[config.mk]
export PLATFORM = sky130hd
export DESIGN_NAME = tbl_det
export DESIGN_NICKNAME = d
export VERILOG_FILES = /design/src/rtl/core/tbl_pkg.sv /design/src/rtl/core/tbl_det.sv
export SDC_FILE = /design/constraint.sdc
export NUM_CORES = 2
export LEC_CHECK = 0
export BUFFER_PORTS_ARGS = -buffer_cell sky130_fd_sc_hd__buf_2
export CORE_MARGIN = 1.5
export CORE_UTILIZATION = 45
export DETAILED_ROUTE_END_ITERATION = 16
export PLACE_DENSITY_LB_ADDON = 0.1
export SLEW_MARGIN = 25
export SYNTH_ARGS = -nofsm -noshare
export SYNTH_HDL_FRONTEND = slang
export SYNTH_SLANG_ARGS = --single-unit
export TNS_END_PERCENT = 10
[constraint.sdc]
create_clock -name clk -period 14.25 [get_ports clk]
set_input_delay 1.425 -clock clk [delete_from_list [all_inputs] [get_ports clk]]
set_output_delay 1.425 -clock clk [all_outputs]
set_load 0.02 [all_outputs]
[src/rtl/core/tbl_pkg.sv]
`default_nettype none
package tbl_pkg;
	localparam int MaxTetsDefault   = 256;
	localparam int CoordBitsDefault = 16;
	localparam int DetW             = 56;
	localparam int WeightW          = 17;
	localparam logic OpLoad  = 1'b0;
	localparam logic OpQuery = 1'b1;
	localparam logic [16:0] WeightOne = 17'h10000;
endpackage
`default_nettype wire

[src/rtl/core/tbl_det.sv]
`default_nettype none
// Sequential 4x4 determinant over corner differences; a new start restarts it.
module tbl_det #(
	parameter int CoordBits = 16
) (
	input  wire logic                       clk,
	input  wire logic                       arst_n,
	input  wire logic                       start,
	input  wire logic signed [CoordBits:0]  ax, ay, az, bx, by, bz, cx, cy, cz,
	output logic                            done,
	output logic signed [tbl_pkg::DetW-1:0] det
);
	import tbl_pkg::*;
	localparam int DW = CoordBits + 1;
	localparam int PW = 2 * DW + 1;

	logic [3:0] step_q;
	logic       busy_q;
	logic signed [DW-1:0] m1, m2;
	logic signed [2*DW-1:0] prod;
	logic signed [PW-1:0] minor_q;
	logic signed [DetW-1:0] acc_q;
	logic signed [DetW-1:0] term;

	// pick minor multiplier operands per step; the outer factor is picked below
	always_comb begin
		m1 = '0;
		m2 = '0;
		unique case (step_q)
			4'd0: begin m1 = by; m2 = cz; end
			4'd1: begin m1 = bz; m2 = cy; end
			4'd2: begin m1 = bx; m2 = cz; end
			4'd3: begin m1 = bz; m2 = cx; end
			4'd4: begin m1 = bx; m2 = cy; end
			4'd5: begin m1 = by; m2 = cx; end
			default: begin m1 = '0; m2 = '0; end
		endcase
	end
	assign prod = m1 * m2;

	logic signed [DW-1:0] outer;
	always_comb begin
		unique case (step_q)
			4'd2:    outer = ax;
			4'd4:    outer = ay;
			4'd6:    outer = az;
			default: outer = '0;
		endcase
	end
	assign term = DetW'(minor_q) * DetW'(outer);

	// accumulate -(ax*m0 - ay*m1 + az*m2)
	always_ff @(posedge clk or negedge arst_n) begin
		if (!arst_n) begin
			busy_q <= 1'b0;
			step_q <= '0;
			done   <= 1'b0;
		end else begin
			done <= 1'b0;
			if (start) begin
				busy_q <= 1'b1;
				step_q <= '0;
				acc_q  <= '0;
			end else if (busy_q) begin
				step_q <= step_q + 4'd1;
				unique case (step_q)
					4'd0, 4'd2, 4'd4: minor_q <= PW'(prod);
					4'd1, 4'd3, 4'd5: minor_q <= minor_q - PW'(prod);
					default: ;
				endcase
				if (step_q == 4'd2) acc_q <= acc_q - term;
				if (step_q == 4'd4) acc_q <= acc_q + term;
				if (step_q == 4'd6) begin
					acc_q  <= acc_q - term;
					busy_q <= 1'b0;
					done   <= 1'b1;
				end
			end
		end
	end
	assign det = acc_q;
endmodule
`default_nettype wire

### Word level (Yosys, flattened, before mapping)

Cells that the tools add are included.

* $add $sub $neg: 4
* multipliers: 2
* equality and inequality tests: 6
* muxes and demuxes: 16
* bitwise operators: 1
* reduce and logical (&&, ||, !) cells: 12

Operator list (number)
* 56-bit two-way mux: 4
* 17-bit one-hot mux with 3 select lines: 3
* 35-bit one-hot mux with 2 select lines: 1
* 56-bit by 52-bit adder with 56-bit output: 1
* 56-bit by 52-bit subtractor with 56-bit output: 1
* 35-bit by 17-bit multiplier with 52-bit output: 1
* 35-bit by 34-bit subtractor with 35-bit output: 1
* 17-bit by 17-bit multiplier with 34-bit output: 1
* 4-bit by 3-bit == test with 1-bit output (second input constant): 3
* 2-bit OR reduction: 6
* 4-bit by 2-bit == test with 1-bit output (second input constant): 2
* 4-bit two-way mux: 2
* 1-bit two-way mux: 6
* 3-bit OR reduction: 2
* 4-bit by 1-bit adder with 4-bit output (second input constant): 1
* 4-bit by 1-bit == test with 1-bit output (second input constant): 1
* 4-bit logical NOT: 1
* 4-bit AND reduction: 1
* 2-bit nonzero test: 2
* 1-bit NOT: 1

* flip-flop bits (word level): 97
* input port bits: 156
* output and inout port bits: 57
* word-level logic and storage cells: 46

### Logic depth before layout (Yosys ltp)

* depth in word-level cells: 8
* depth in mapped cells: 49

### Least setup slack after synthesis

OpenSTA, ideal clock, no wires.

* path type: register -> register
* from: reg step_q[0]
* to: reg acc_q[52] (netlist: det[52]), data pin
* setup time: 0.167 ns
* arrival: 10.227 ns
* required time: 14.083 ns
* path slack: 3.856 ns
* cell stages (with the launch flop): 47
* path buffers: 4
* cells stage by stage: dfrtp_1 > inv_1 > ha_1 > nor2b_1 > clkbuf_1 > and2_1 > clkbuf_1 > buf_1 > nand2_1 > nand2_1 > clkbuf_1 > nand2_1 > fa_1 > inv_1 > fa_1 > inv_1 > fa_1 > inv_1 > (+11 left out) > a21boi_1 > o21a_1 > o21ai_0 > a21oi_1 > o21bai_1 > xor2_1 > ha_1 > inv_1 > a21oi_1 > a21o_1 > nand4_1 > a311oi_1 > nand2_1 > a21oi_1 > o21ai_2 > xnor2_1 > a311o_1 > a211oi_1

* longest elaborated chain between the ends: 8
* elaborated cells on any way between the ends: 11
* classes of those cells: add/sub: 2; mul: 1; eq/ne: 3; mux: 5

Ends and longest elaborated chain
* start: declaration: RTL line tbl_det.sv:17 `logic [3:0] step_q;`
* start signal: assignment: RTL line tbl_det.sv:65 `step_q <= step_q + 4'd1;`
* 4-bit by 3-bit == test with 1-bit output, or another cell as far along: RTL line tbl_det.sv:43, tbl_det.sv:73
* 17-bit one-hot mux with 3 select lines: RTL line tbl_det.sv:43 `unique case (step_q)`
* 35-bit by 17-bit multiplier with 52-bit output: RTL line tbl_det.sv:50 `assign term = DetW'(minor_q) * DetW'(outer);`
* 56-bit by 52-bit subtractor with 56-bit output: RTL line tbl_det.sv:71, tbl_det.sv:74
* 56-bit two-way mux: RTL line tbl_det.sv:71 `if (step_q == 4'd2) acc_q <= acc_q - term;`
* 56-bit two-way mux: RTL line tbl_det.sv:72 `if (step_q == 4'd4) acc_q <= acc_q + term;`
* 56-bit two-way mux (*): RTL line tbl_det.sv:73 `if (step_q == 4'd6) begin`
* 56-bit two-way mux (*): RTL line tbl_det.sv:64 `end else if (busy_q) begin`
* end signal: assignment: RTL line tbl_det.sv:71
* end signal: assignment: RTL line tbl_det.sv:72
* end signal: assignment: RTL line tbl_det.sv:74 `acc_q <= acc_q - term;`
* end: declaration: RTL line tbl_det.sv:22 `logic signed [DetW-1:0] acc_q;`

Every way passes the cells marked *; elsewhere a longest branch is shown, timed or not.
A chain may end at the register's enable or synchronous reset.

### Final worst setup path

* from: reg step_q[0]
* to: reg acc_q[51] (netlist: det[51]), data pin

The elaborated chain is that of the path after synthesis.

==> impl_metrics.csv <==
group,metric,value,unit
status,result_of_the_run,"finished, final reports clean",
worst_setup_path,worst_setup_start_kind,"register",
clock_network,cts_max_path_buffers,2,
clock_network,root_buf_cell,"clkbuf_16",
clock_network,clk_transition_reported_paths,0.10,ns
synthesis,syn_avg_cell_area,8.44,um^2
job,cap_viol_max_count,0,
timing,final.period_utilization,85.3,%
route,route.vias.total,36360,
worst_setup_path,crit_path_end_kind,"register",
die,design.portCount,213,
final_layout,seqCellArea,2880,um^2
die,floorplan.core_area,97100,um^2
synthesis,synth.top_cell.area_share,39.1,%
worst_setup_path,setup.worst_path.class,"reg -> reg",
synthesis,number_of_enable_type_register_cells_in_the_synthesized_netlist,91,
route,drt_pass_1_iters,6,
worst_setup_path,worstPathRequired,14.49,ns
timing,rsz_0062_raised_after_global_routing,"false",
final_layout,drive_above_1_share,6.89,%
final_layout,layout_stage_area_growth_over_the_synthesis_result,5.99,%
grt,total_gr_overflow,0,
die,initial_utilization,45.7,%
route,drt_first_iter_violations,2357,
timing,slew_headroom,31.2,%
min_path,hold_path_class,"reg -> reg",
timing,setup-violations-final,0,
final_layout,num-nets-final,6702,
synthesis,synth_fp_nets,6641,
synthesis,synth_seq_area_share,6.50,%
placed_design,post-place-cells,6582,
timing,post-route-min-period,12.15,ns
synthesis,fraction_of_registers_with_async_set_reset,6.19,%
final_layout,final_design_area_excluding_fillers,47000,um^2
placed_design,place.gp.congestion,0.962,
synthesis,syn-instance-count,5257,
synthesis,synth_area,44400,um^2
synthesis,synth.yosys.warnings,0,
route,post_drt_via_cell_ratio,5.51,
timing,hold_violations,0,
clock_network,cts_tree,"yes",
synthesis,synth_flop_cell,"edfxtp_1",
timing,worstMarginPinSlew,1.03,ns
timing,timing.fmax,0.0823,GHz
clock_network,clkLatencyLatePin,0.43,ns
worst_setup_path,worstPathBufferInverterCount,6,
synthesis,post-synth-top-area-cell,"fa_1",
synthesis,synth.area.top_cells,"fa_1 (39%), ha_1 (10%), inv_1 (8.9%), edfxtp_1 (6.2%), nand2_1 (6.0%)",
clock_network,numCtsBuffers,9,
placed_design,placed_cell_area,46700,um^2
grt,globalRouteTotalUtil,29.2,%
timing,worst_clock_skew,0.0313,ns
route,antenna_violating_nets_remaining,0,
route,wirelength,143000,um
clock_network,number_of_sinks_handled_by_clock_tree_synthesis,97,
final_layout,post-route-util,48.4,%
final_layout,multi_input_area,36600,um^2
clock_network,cts_resized,0,
clock_network,post_cts_repair_setup_buffers,0,
die,design.die.area,100000,um^2
synthesis,post_synth_num_cell_types,93,
die,die_width,317,um
grt,grt_start_max_net_pins,61,
timing,final_max_slew_viol_count,0,
placed_design,port-buffer-count,212,
route,detail_route.drc_violations,0,
grt,grt_pass1_vias,37494,
clock_network,cts.hold.buffers_added,0,
clock_network,cts_max_level,3,
synthesis,synth_seq_cells,97,
die,placementRows,114,
placed_design,place.detailed.hpwl,115000,um
worst_setup_path,worstPathArrival,12.39,ns
worst_setup_path,cpPeakStageDelay,0.65,ns
route,routed_wire_length_per_instance,21.7,um
worst_setup_path,highest_net_fanout_along_the_worst_path,20,
worst_setup_path,crit_family,"adder cells",
final_layout,filler_cell_count,9702,
synthesis,synth_commonest_cells,"inv_1 (1054), fa_1 (866), nand2_1 (707)",
final_layout,final_cells,6603,
die,die_h,317,um
timing,setup_tns,0,ns
grt,grt_pass1_wl,222000,um
worst_setup_path,slowest_stage,"nand2_1",
grt,grt_antenna_before_repair,3,
worst_setup_path,critPathMostFrequentCell,"fa_1",
synthesis,synthMostInstantiatedCell,"inv_1",
## registers in the layout, indices dropped and copies added (netlist names)
| signal | cells |
|---|---|
| det | 56 |
| minor_q | 35 |
| step_q | 4 |
| busy_q | 1 |
| done | 1 |
## worst register-to-register path: cells and delay by family (launching register included)
kind,cells,cell delay (ns)
compound gates,14,3.43
simple gates,11,2.61
xor+xnor,2,0.26
buf+inv,6,1.03
flops,1,0.45
fa+ha+maj,9,4.16
## kinds of logic after synthesis
group	after synthesis	synth area share (%)
DFF	97	6.50
and+or+nand+nor	1571	16.1
adders and majority gates	1228	49.3
AOI/OAI and AO/OA	858	13.0
muxes	10	0.228
xor gates and xnor gates	203	4.01
buffers and inverters	1290	11.0
## placed cells by master, fill, tap and decap left out, drive strengths merged, types with 52 or more instances in the layout
cell type	netlist	final
o21ai	149	149
ha	362	362
xnor2	151	151
fa	866	866
a21o	72	72
nor2	356	356
a21oi	255	255
xor2	52	52
inv	1055	1058
buf	19	284
nand2	708	708
and2	249	249
edfxtp	91	91
a22oi	67	67
## per-stage QoR
| step | setup slack [ns] | hold slack [ns] |
|---|---|---|
| finish | 2.10 | 0.626 |
| global route | 1.40 | 0.672 |
| CTS | 2.24 | 0.620 |
| detailed placement | 2.31 | 0.599 |
| global placement | 2.32 | 0.587 |
| floorplan | 3.86 | 0.559 |
## metal layers
layer  wire length, um  up-vias  share of wire [%]  track usage, %
met4              5180        2                3.6            9.66
met1             61000    18383                 43            39.1
met5                 8        -             0.0056               0
li1                  -    16593                  -               -
met3              7920      217                5.5            2.95
met2             68900     1165                 48            49.5
## area by class of cell
cell class / instances / share of cell area (%)
diodes: 4 / 0.0213
clock buffers: 10 / 0.487
clock inverters: 6 / 0.152
inverters: 1056 / 8.43
multi-input cells: 3870 / 77.9
flip-flops and latches: 97 / 6.13
well taps: 1276 / 3.39
repair buffers: 284 / 3.45
## final timing paths
path	startpoint	endpoint	slack, ns	cells after the start
max	step_q[0]$_DFFE_PN0P_	det[51]$_SDFFCE_PP0P_	2.10	42
min	step_q[1]$_DFFE_PN0P_	step_q[1]$_DFFE_PN0P_	0.63	2
max reg2reg	step_q[0]$_DFFE_PN0P_	det[51]$_SDFFCE_PP0P_	2.10	42
min reg2reg	step_q[1]$_DFFE_PN0P_	step_q[1]$_DFFE_PN0P_	0.63	2
max in group asynchronous	arst_n	step_q[3]$_DFFE_PN0P_	12.24	2
min in group asynchronous	arst_n	busy_q$_DFF_PN0_	0.90	1
Power is left out: the tool's default activity adds up to more than one toggle a clock period on the data nets, which glitch-free logic cannot reach.
