File: config.mk
export PLATFORM = sky130hd
export DESIGN_NAME = tbl_div
export DESIGN_NICKNAME = d
export VERILOG_FILES = /design/src/rtl/core/tbl_pkg.sv /design/src/rtl/core/tbl_div.sv
export SDC_FILE = /design/constraint.sdc
export NUM_CORES = 1
export LEC_CHECK = 0
export BUFFER_PORTS_ARGS = -buffer_cell sky130_fd_sc_hd__buf_2
export CAP_MARGIN = 25
export CORE_MARGIN = 1.5
export CORE_UTILIZATION = 35
export CTS_BUF_LIST = sky130_fd_sc_hd__clkbuf_4 sky130_fd_sc_hd__clkbuf_8
export DETAILED_ROUTE_END_ITERATION = 8
export PLACE_DENSITY = 0.55
export SLEW_MARGIN = 5
export SYNTH_ARGS = -nofsm -noshare
export SYNTH_HDL_FRONTEND = slang
export SYNTH_SLANG_ARGS = --single-unit
File: constraint.sdc
create_clock -name clk -period 8.9 [get_ports clk]
set_input_delay 1.335 -clock clk [delete_from_list [all_inputs] [get_ports clk]]
set_output_delay 1.335 -clock clk [all_outputs]
set_load 0.05 [all_outputs]
File: src/rtl/core/tbl_pkg.sv
`default_nettype none
package tbl_pkg;
	localparam int MaxTetsDefault   = 256;
	localparam int CoordBitsDefault = 16;
	localparam int DetW             = 56;
	localparam int WeightW          = 17;
	localparam logic OpLoad  = 1'b0;
	localparam logic OpQuery = 1'b1;
	localparam logic [16:0] WeightOne = 17'h10000;
endpackage
`default_nettype wire

File: src/rtl/core/tbl_div.sv
`default_nettype none
// Restoring Q16 fraction divider, one quotient bit per cycle.
module tbl_div (
	input  wire logic                          clk,
	input  wire logic                          arst_n,
	input  wire logic                          start,
	input  wire logic [tbl_pkg::DetW-1:0]      num,
	input  wire logic [tbl_pkg::DetW-1:0]      den,
	output logic                               done,
	output logic [tbl_pkg::WeightW-1:0]        quo
);
	import tbl_pkg::*;
	logic [DetW:0]   rem_q;
	logic [DetW-1:0] den_q;
	logic [4:0]      cnt_q;
	logic            busy_q;
	logic [DetW:0]   sh;

	assign sh = {rem_q[DetW-1:0], 1'b0};

	always_ff @(posedge clk or negedge arst_n) begin
		if (!arst_n) begin
			busy_q <= 1'b0;
			done   <= 1'b0;
			cnt_q  <= '0;
		end else begin
			done <= 1'b0;
			if (start) begin
				den_q <= den;
				rem_q <= {1'b0, num};
				quo   <= '0;
				cnt_q <= '0;
				if (num >= den) begin
					quo  <= WeightOne;
					done <= 1'b1;
				end else begin
					busy_q <= 1'b1;
				end
			end else if (busy_q) begin
				cnt_q <= cnt_q + 5'd1;
				if (sh >= {1'b0, den_q}) begin
					rem_q <= sh - {1'b0, den_q};
					quo   <= {quo[WeightW-2:0], 1'b1};
				end else begin
					rem_q <= sh;
					quo   <= {quo[WeightW-2:0], 1'b0};
				end
				if (cnt_q == 5'd15) begin
					busy_q <= 1'b0;
					done   <= 1'b1;
				end
			end
		end
	end
endmodule
`default_nettype wire

==> After elaboration in Yosys (flattened, before gate mapping) <==
Index checks and enable logic that the tools add are counted.
W data, S select, Z words.
{ "word_totals": {"regBits": 137, "inputBits": 115, "out_inout_bits": 18, "word_cells": 33} }
{ "classes": {"n_addsub": 2, "order_cmp": 2, "eq_ne": 2, "muxes": 17, "reduce_logical": 3} }
{ "ops": {"columns": ["op", "count"], "rows": [
  ["$mux W57", 2],
  ["$ge A57 B56 Y1", 1],
  ["$sub A57 B56 Y57", 1],
  ["$ge A56 B56 Y1", 1],
  ["$mux W56", 1],
  ["$mux W17", 3],
  ["$mux W5", 2],
  ["$mux W1", 9],
  ["$add A5 B1 Y5 const B", 1],
  ["$eq A5 B4 Y1 const B", 1],
  ["$reduce_and A2 Y1", 2],
  ["$ne A2 B2 Y1 const B", 1],
  ["$reduce_bool A2 Y1", 1]
]} }

==> Longest topological paths before layout <==
Gate-level depths: netlist of the first run.
{ "logic_depth": {"word_depth": 4, "mapped_depth": 14, "mapped_depth_nobuf": 12} }

==> Worst setup path before layout of the first run <==
OpenSTA, ideal clock, no wires.
{ "synth_path": {"kind": "input-to-reg", "startpoint": "in start", "endpoint": "reg quo[0] (netlist bit) (enable)", "arrival_time_ps": 3603, "required_time_ps": 8463, "slack_ps": 4860, "path_stages": 3, "path_buffers": 2, "cell_sequence": "clkbuf_1 > clkbuf_1 > o21a_1"} }
{ "synth_via": {"elab_chain_len": 2} }
{ "synth_lines": {"columns": ["item", "line", "text"], "rows": [
  ["start, declared", "tbl_div.sv:6", "input wire logic start,"],
  ["$reduce_bool A2 Y1 (no source line)", null, null],
  ["$reduce_and A2 Y1 (no source line)", null, null],
  ["end signal, assigned", "tbl_div.sv:34", "quo <= WeightOne;"],
  ["end signal, assigned", "tbl_div.sv:43", "quo <= {quo[WeightW-2:0], 1'b1};"],
  ["end signal, assigned", "tbl_div.sv:46", "quo <= {quo[WeightW-2:0], 1'b0};"],
  ["end, declared", "tbl_div.sv:10", "output logic [tbl_pkg::WeightW-1:0] quo"]
]} }
No other way between the ends.
A chain may end at the register's enable or synchronous reset.

==> Worst setup path in the final report of the first run <==
{ "layout_path": {"startpoint": "reg rem_q[18]", "endpoint": "reg rem_q[54] (data pin)"} }
{ "layout_via": {"elab_chain_len": 4, "elab_cells_between_ends": 5, "classes_between": "add/sub: 1; order compare: 1; mux: 3"} }
{ "layout_lines": {"columns": ["item", "line", "text"], "rows": [
  ["start, declared", "tbl_div.sv:13", "logic [DetW:0] rem_q;"],
  ["start signal, assigned", "tbl_div.sv:30", "rem_q <= {1'b0, num};"],
  ["start signal, assigned", "tbl_div.sv:42", "rem_q <= sh - {1'b0, den_q};"],
  ["start signal, assigned", "tbl_div.sv:45", "rem_q <= sh;"],
  ["$sub A57 B56 Y57 / $ge A57 B56 Y1 (equally long branches)", "tbl_div.sv:42, tbl_div.sv:41", null],
  ["$mux W57 (*)", "tbl_div.sv:41", "if (sh >= {1'b0, den_q}) begin"],
  ["$mux W57 (*)", "tbl_div.sv:39", "end else if (busy_q) begin"],
  ["$mux W56 (*)", "tbl_div.sv:28", "if (start) begin"]
]} }
Mark *: on every way between the ends. The rest lies on a longest branch, timed or not. The select of a mux whose other input is x is not followed.

==> impl_results.md, run 1 <==
- Outcome: complete, no violations
- Post-synthesis register bit count: 136
- First-pass detailed-route iteration total: 5
- Drt drc: 0
- Yosys top cell area share: 37.3%
- Detailed-placement wirelength estimate: approximately 22 mm
- Type of the worst min-delay path: register to register
- Least-Margin Pin Slew: slightly below 0.9 ns
- CTS root buf: clkbuf_8
- Mean cell area of the mapped netlist: 9.28 µm²
- CP max stage cell: or4_1
- I/O pin cnt: ~130
- Final nets: 1466
- Hold path depth: 1
- Final core occ: 40.9%
- Initial antenna violation count: 3
- CTS H-tree depth: 4
- Worst r2r src: rem_q[18]
- Post-CTS sizing: 0
- Slew Limit Fails: 0
- Number of synthesized flops with an enable pin: roughly 130
- Clock slew at reported path FFs: 0.09 ns
- Critical path's top delay family: simple AND/OR/NAND/NOR gates
- Fmax: around 250 MHz
- Max-Cap Viols: 0
- CP max FO: 46
- Die width: between 150 and 200 µm
- Final Hold Viols: 0
- Synthesized net count: 1348
- Setup tns final: 0 ns
- Clk_skew: 0.0181 ns
- Cell Pwr Density: 192 nW/µm²
- Final Setup Violations: 0
- Initial Util: 35.8%
- Num CTS Buffers: 17
- Number of buffers added on ports: 132
- Hold Path End: quo[6]
- Fin Hold WS: 0.562 ns
- Synth Cell Area: 10400 µm²
- Yosys top cell by area: edfxtp_1
- Critical Path AT: between 4 and 5 ns
- Starting DRC count in detailed routing: 506
- Hold bufs inserted after CTS: 0
- Yosys warns: 0
- Crit path largest cell delay: 0.58 ns
- Max clock buf depth: 2
- Met3 routed WL: ~1.3 mm
- Num Clock Sinks: between 100 and 150
- Gr usage total: 19.4%
- Routed length on met2: 13.3 mm
- Synth Flop Type: edfxtp_1
- CTS tree: done
- Synth async-reset ratio: 5.15%
- Metal-1 WL: 13.9 mm
- Mapped Cells: 1118
- Largest net degree at the start of global routing: 56
- Number of vias per cell: 5.33
- Die Span Y: roughly 180 µm
- Worst hold start: quo[5]
- Layout area overhead: 14.0%
- RSZ-0062 raised after global routing: false
- GRT overflow: 0
- Vias in the first global route: 8548
- Worst R2R Path Depth: 11
- Worst path bufs/invs: 1
- Worst reg2reg endpoint: rem_q[54]
- DR top layer: met5
- Worst vdd ir: 0.0933 mV
- Part of the cycle the worst path needs: a little under half
- R2R Setup Slk: 4.88 ns
- Startpoint class of the critical path: register
- Layout cells sized above 1: between 15 and 20%
- Top post-synthesis cells by area: edfxtp_1 37%, ha_1 14%, inv_1 4.5%
- Wire per inst: 18.0 µm
- Nature of the critical path endpoint: register
- Register area share after synthesis: 39.0%
- Die ar.: ~31000 µm²
- Final antenna-violating net count: 0
- First-pass GRT wire length: 46.3 mm
- Critical path class: register to register
- DR vias: 8705
- Count of cell types in the netlist: 74
- GPL Wtd Cong: 0.925
- Worst path required time: 9.20 ns
- Critical path depth in cells: 11
- Worst-path cell chain: ha_1 -> nand2_1 -> or4_1 -> nor2_1 -> nand3_1 -> o211ai_1 -> a21boi_0 -> o31ai_4 -> buf_4 -> nand2_2 -> o21ai_0
- Period minus WS final: 4.02 ns
- Core Area: 28900 µm²
- # rows: 62
- Detailed Route WL: around 29 mm
- Worst-Skew Late Latency: 0.48 ns
- P_leak: 0.00543 µW
- Post-CTS Setup Bufs: 0
- Slew headroom: 38.8%
==> worst max path at each step <==
stage / from / to
final: rem_q[18] / rem_q[54]
after floorplan: start / quo[0]
after global placement: num[25] / quo[16]
after global routing: rem_q[18] / rem_q[54]
after CTS: rem_q[18] / rem_q[54]
after detailed placement: num[25] / quo[16]
==> stage by stage <==
stage | setup slack, ns | area (µm²) | cells | total power [µW]
2_1_floorplan | 4.86 | 10400 | 1118 | 1490
3_3_place_gp | 4.74 | 11400 | 1599 | 1710
3_5_place_dp | 4.69 | 11400 | 1600 | 1720
4_1_cts | 4.89 | 11800 | 1632 | 2280
5_1_grt | 4.55 | 11800 | 1634 | 2410
6_report | 4.88 | 11800 | 1634 | 2270
==> cell families after synthesis <==
group	Yosys count	share of synthesized area, %
flops	136	39.0
fa+ha+maj	115	13.9
xor+xnor	52	4.39
compound gates	330	20.3
simple gates	299	14.0
mux	20	1.94
buf+inv	166	6.39
==> area by class of cell <==
type / count / area (µm²)
well taps: 384 / 480
flip-flops and latches: 136 / 4050
clock inverters: 13 / 155
inverters: 125 / 469
repair buffers: 140 / 746
clock buffers: 19 / 249
fillers: 2951 / 17100
multi-input cells: 816 / 5670
diodes: 1 / 2.50
==> Yosys cell counts (4+ instances only) <==
library cell  instances
a32oi_1               4
nand4_1              23
and3_1                8
mux2i_1              19
a31oi_1               8
xnor2_1              32
or3_1                 4
o211ai_1              7
a21o_1               48
and2_1                4
buf_2                13
nor3_1               16
o21bai_1              8
a21boi_0              4
o221ai_1              6
a211oi_1             12
nand3_1              14
nor2b_1              25
a22o_1                4
ha_1                114
nor2_1               57
nand2b_1             10
a22oi_1               9
nand2_1             114
edfxtp_1            129
a21oi_1              91
dfrtp_1               7
xor2_1               20
inv_1               125
o21a_1               12
o21ai_0              85
clkbuf_1             21
==> flip-flops by register name, summed over array words and instances, names as in the netlist <==
| name | count |
|---|---|
| den_q | 56 |
| rem_q | 56 |
| quo | 17 |
| cnt_q | 5 |
| busy_q | 1 |
| done | 1 |
==> cell usage in the layout, fill, tap and decap left out, types with 25 or more instances in the layout <==
cell and count:
a21o_1 48, xnor2_1 32, nor2_1 56, a21oi_1 91
nand2_1 114, o21ai_0 85, ha_1 114, buf_2 132
inv_1 125, nor2b_1 25, edfxtp_1 129
==> per-layer routing <==
| metal | global-route usage [%] | vias to the layer above |
|---|---|---|
| met2 | 31.2 | 220 |
| met1 | 26.1 | 4156 |
| li1 | - | 4280 |
| met4 | 7.37 | 4 |
| met3 | 3.20 | 45 |
| met5 | 0 | - |
==> power by group <==
group	switching [µW]	total, µW	internal, µW
Combinational	540	890	350
Clock	276	557	281
Sequential	32.7	821	788
Total	849	2270	1420
==> worst reg2reg max path, delay by kind of cell (launching register included) <==
family                     cells  cell delay (ns)
and+or+nand+nor                5             1.68
buffers and inverters          1             0.58
adders and majority gates      1             0.45
DFF                            1             0.40
AOI/OAI and AO/OA              4             0.75
Power figures use the tool's default switching activity.
==> run 2, diff against run 1 <==
- PLACE_DENSITY: 0.55 -> 0.57
- clock period: 8.9 -> 3.3 ns (I/O delays scaled with it)
==> run 2 against run 1 <==
Utilization increased by 3.3 points. Clock skew decreased by 0.0023 ns. Register-to-register slack got worse by 4.8 ns. Die area unchanged. Sequential power increased to 2.7 times the previous value. Count of clock-buffer cells in the layout decreased by 2.
==> impl_results.md, run 2 (same netlist as run 1, synthesis figures left out) <==
- Outcome: complete, no violations
- Fin Hold WS: 0.205 ns
- Die Span Y: 175 µm
- Final antenna-violating net count: 0
- GRT overflow: 0
- Max-Cap Viols: 0
- P_leak: between 0.005 and 0.006 µW
- # rows: 62
- Period minus WS final: 3.18 ns
- Clk_skew: 0.0158 ns
- Wire per inst: between 15 and 20 µm
- Critical Path AT: 3.41 ns
- Slew headroom: around 46%
- Layout area overhead: 23.3%
- Detailed Route WL: between 30 and 40 mm
- Initial Util: 35.8%
- Final Setup Violations: 0
- Type of the worst min-delay path: input port to register
- Largest registers: den_q (56), rem_q (56), quo (17)
- Commonest non-fill, non-tap cells in the layout: 132 x buf_2, 129 x edfxtp_1, 125 x inv_1, 113 x nand2_1, 107 x ha_1
- Initial antenna violation count: 1
- Worst path required time: 3.53 ns
- CTS tree: done
- Startpoint class of the critical path: register
- Critical path class: register to register
- Fmax: 314 MHz
- Worst hold start: den[4]
- Detailed-placement wirelength estimate: 23.9 mm
- I/O pin cnt: 133
- Starting DRC count in detailed routing: 530
- Num CTS Buffers: 17
- Final core occ: between 40% and 50%
- First-pass GRT wire length: ~50 mm
- Num Clock Sinks: about 140
- Clock slew at reported path FFs: around 0.10 ns
- GPL Wtd Cong: 0.916
- RSZ-0062 raised after global routing: true
- Final Hold Viols: 0
- Part of the cycle the worst path needs: between 90% and 100%
- CP max FO: 11
- Drt drc: 0
- Vias in the first global route: 9225
- Number of vias per cell: roughly 5.2
- Hold path depth: 1
- Routed length on met2: 13.7 mm
- Nature of the critical path endpoint: register
- DR top layer: met5
- Slew Limit Fails: 0
- DR vias: ~9000
- Least-Margin Pin Slew: 0.808 ns
- Layout cells sized above 1: 23.6%
- Metal-1 WL: around 15 mm
- CTS root buf: clkbuf_8
- Number of buffers added on ports: 132
- Worst-Skew Late Latency: 0.47 ns
- Die width: 175 µm
- Worst vdd ir: about 0.25 mV
- Cell Pwr Density: 512 nW/µm²
- Setup tns final: 0 ns
- Worst r2r src: rem_q[27]
- Worst Setup SP: rem_q[27]
- N_diodes: 0
- Max clock buf depth: 2
- Met3 routed WL: between 1.5 and 2 mm
- Worst R2R Path Depth: 13
- Commonest non-fill, non-tap cell in the layout: buf_2
- CTS H-tree depth: 4
- Die ar.: roughly 30000 µm²
- Final nets: 1564
- Core Area: around 29000 µm²
- Gr usage total: about a fifth
- First-pass detailed-route iteration total: 5
- Largest net degree at the start of global routing: 46
run 2: changes by cell type in the layout (fill, tap and decap cells not counted), moves of 3 or more:
cell,before,now
inv_8,0,7
inv_6,0,4
ha_1,114,107
a21oi_1,91,87
buf_4,6,99
bufinv_16,3,0
o21ai_0,85,81
clkinv_2,4,0
a21oi_2,0,4
ha_4,0,5
buf_12,0,5
run 2: worst max-delay path, cell delays in order (launching register included):
cell and delay, ns:
edfxtp_1 0.45, ha_4 0.28, a21oi_2 0.15, o21ai_0 0.13
a221o_1 0.35, a211o_1 0.33, a21o_1 0.19, a31oi_4 0.27
o31ai_4 0.09, buf_12 0.16, buf_4 0.18, nor2_2 0.11
a21oi_1 0.05, a22o_1 0.20
run 2: routing by layer:
layer  track usage [%]  vias up
li1                  -     4470
met4              6.52        2
met3              3.39       40
met5                 0        -
met2              32.0      263
met1              28.3     4250
run 2: where the power goes:
part	internal (µW)	total (µW)	switching, µW
logic	1290	2900	1610
registers	2130	2220	94.6
clock network	568	1420	853
run 2: final timing paths:
kind / endpoint / slack (ns)
min: den_q[4] / 0.20
max in group asynchronous: done / 2.70
min in group asynchronous: cnt_q[4] / 0.41
max reg2reg: rem_q[17] / 0.12
min reg2reg: cnt_q[3] / 0.56
max: rem_q[17] / 0.12
run 2: cell type report:
class / instances / area (µm²)
Multi-Input combinational cell: 816 / 5870
Tap cell: 384 / 480
Clock inverter: 15 / 148
Sequential cell: 136 / 4050
Inverter: 125 / 469
Timing Repair Buffer: 238 / 1540
Clock buffer: 17 / 234
Fill cell: 2878 / 16100
run 2: metrics by stage:
step	instance area, µm²	worst slack [ns]	cells	total power (µW)
finish	12800	0.118	1731	6540
global route	12800	-0.0171	1731	6980
CTS	12500	0.00432	1726	6430
detailed placement	12100	-0.225	1692	4980
global placement	12100	-0.397	1692	4970
floorplan	10400	0.0999	1118	4010
run 2: repair_timing:
item,4_1_cts,5_1_grt
gates cloned,0,1
hold endpoints to repair,7,0
endpoints found under the setup margin,31,53
buffers inserted,1,4
pin swaps,1,6
hold buffers,1,0
resized for setup,2,40
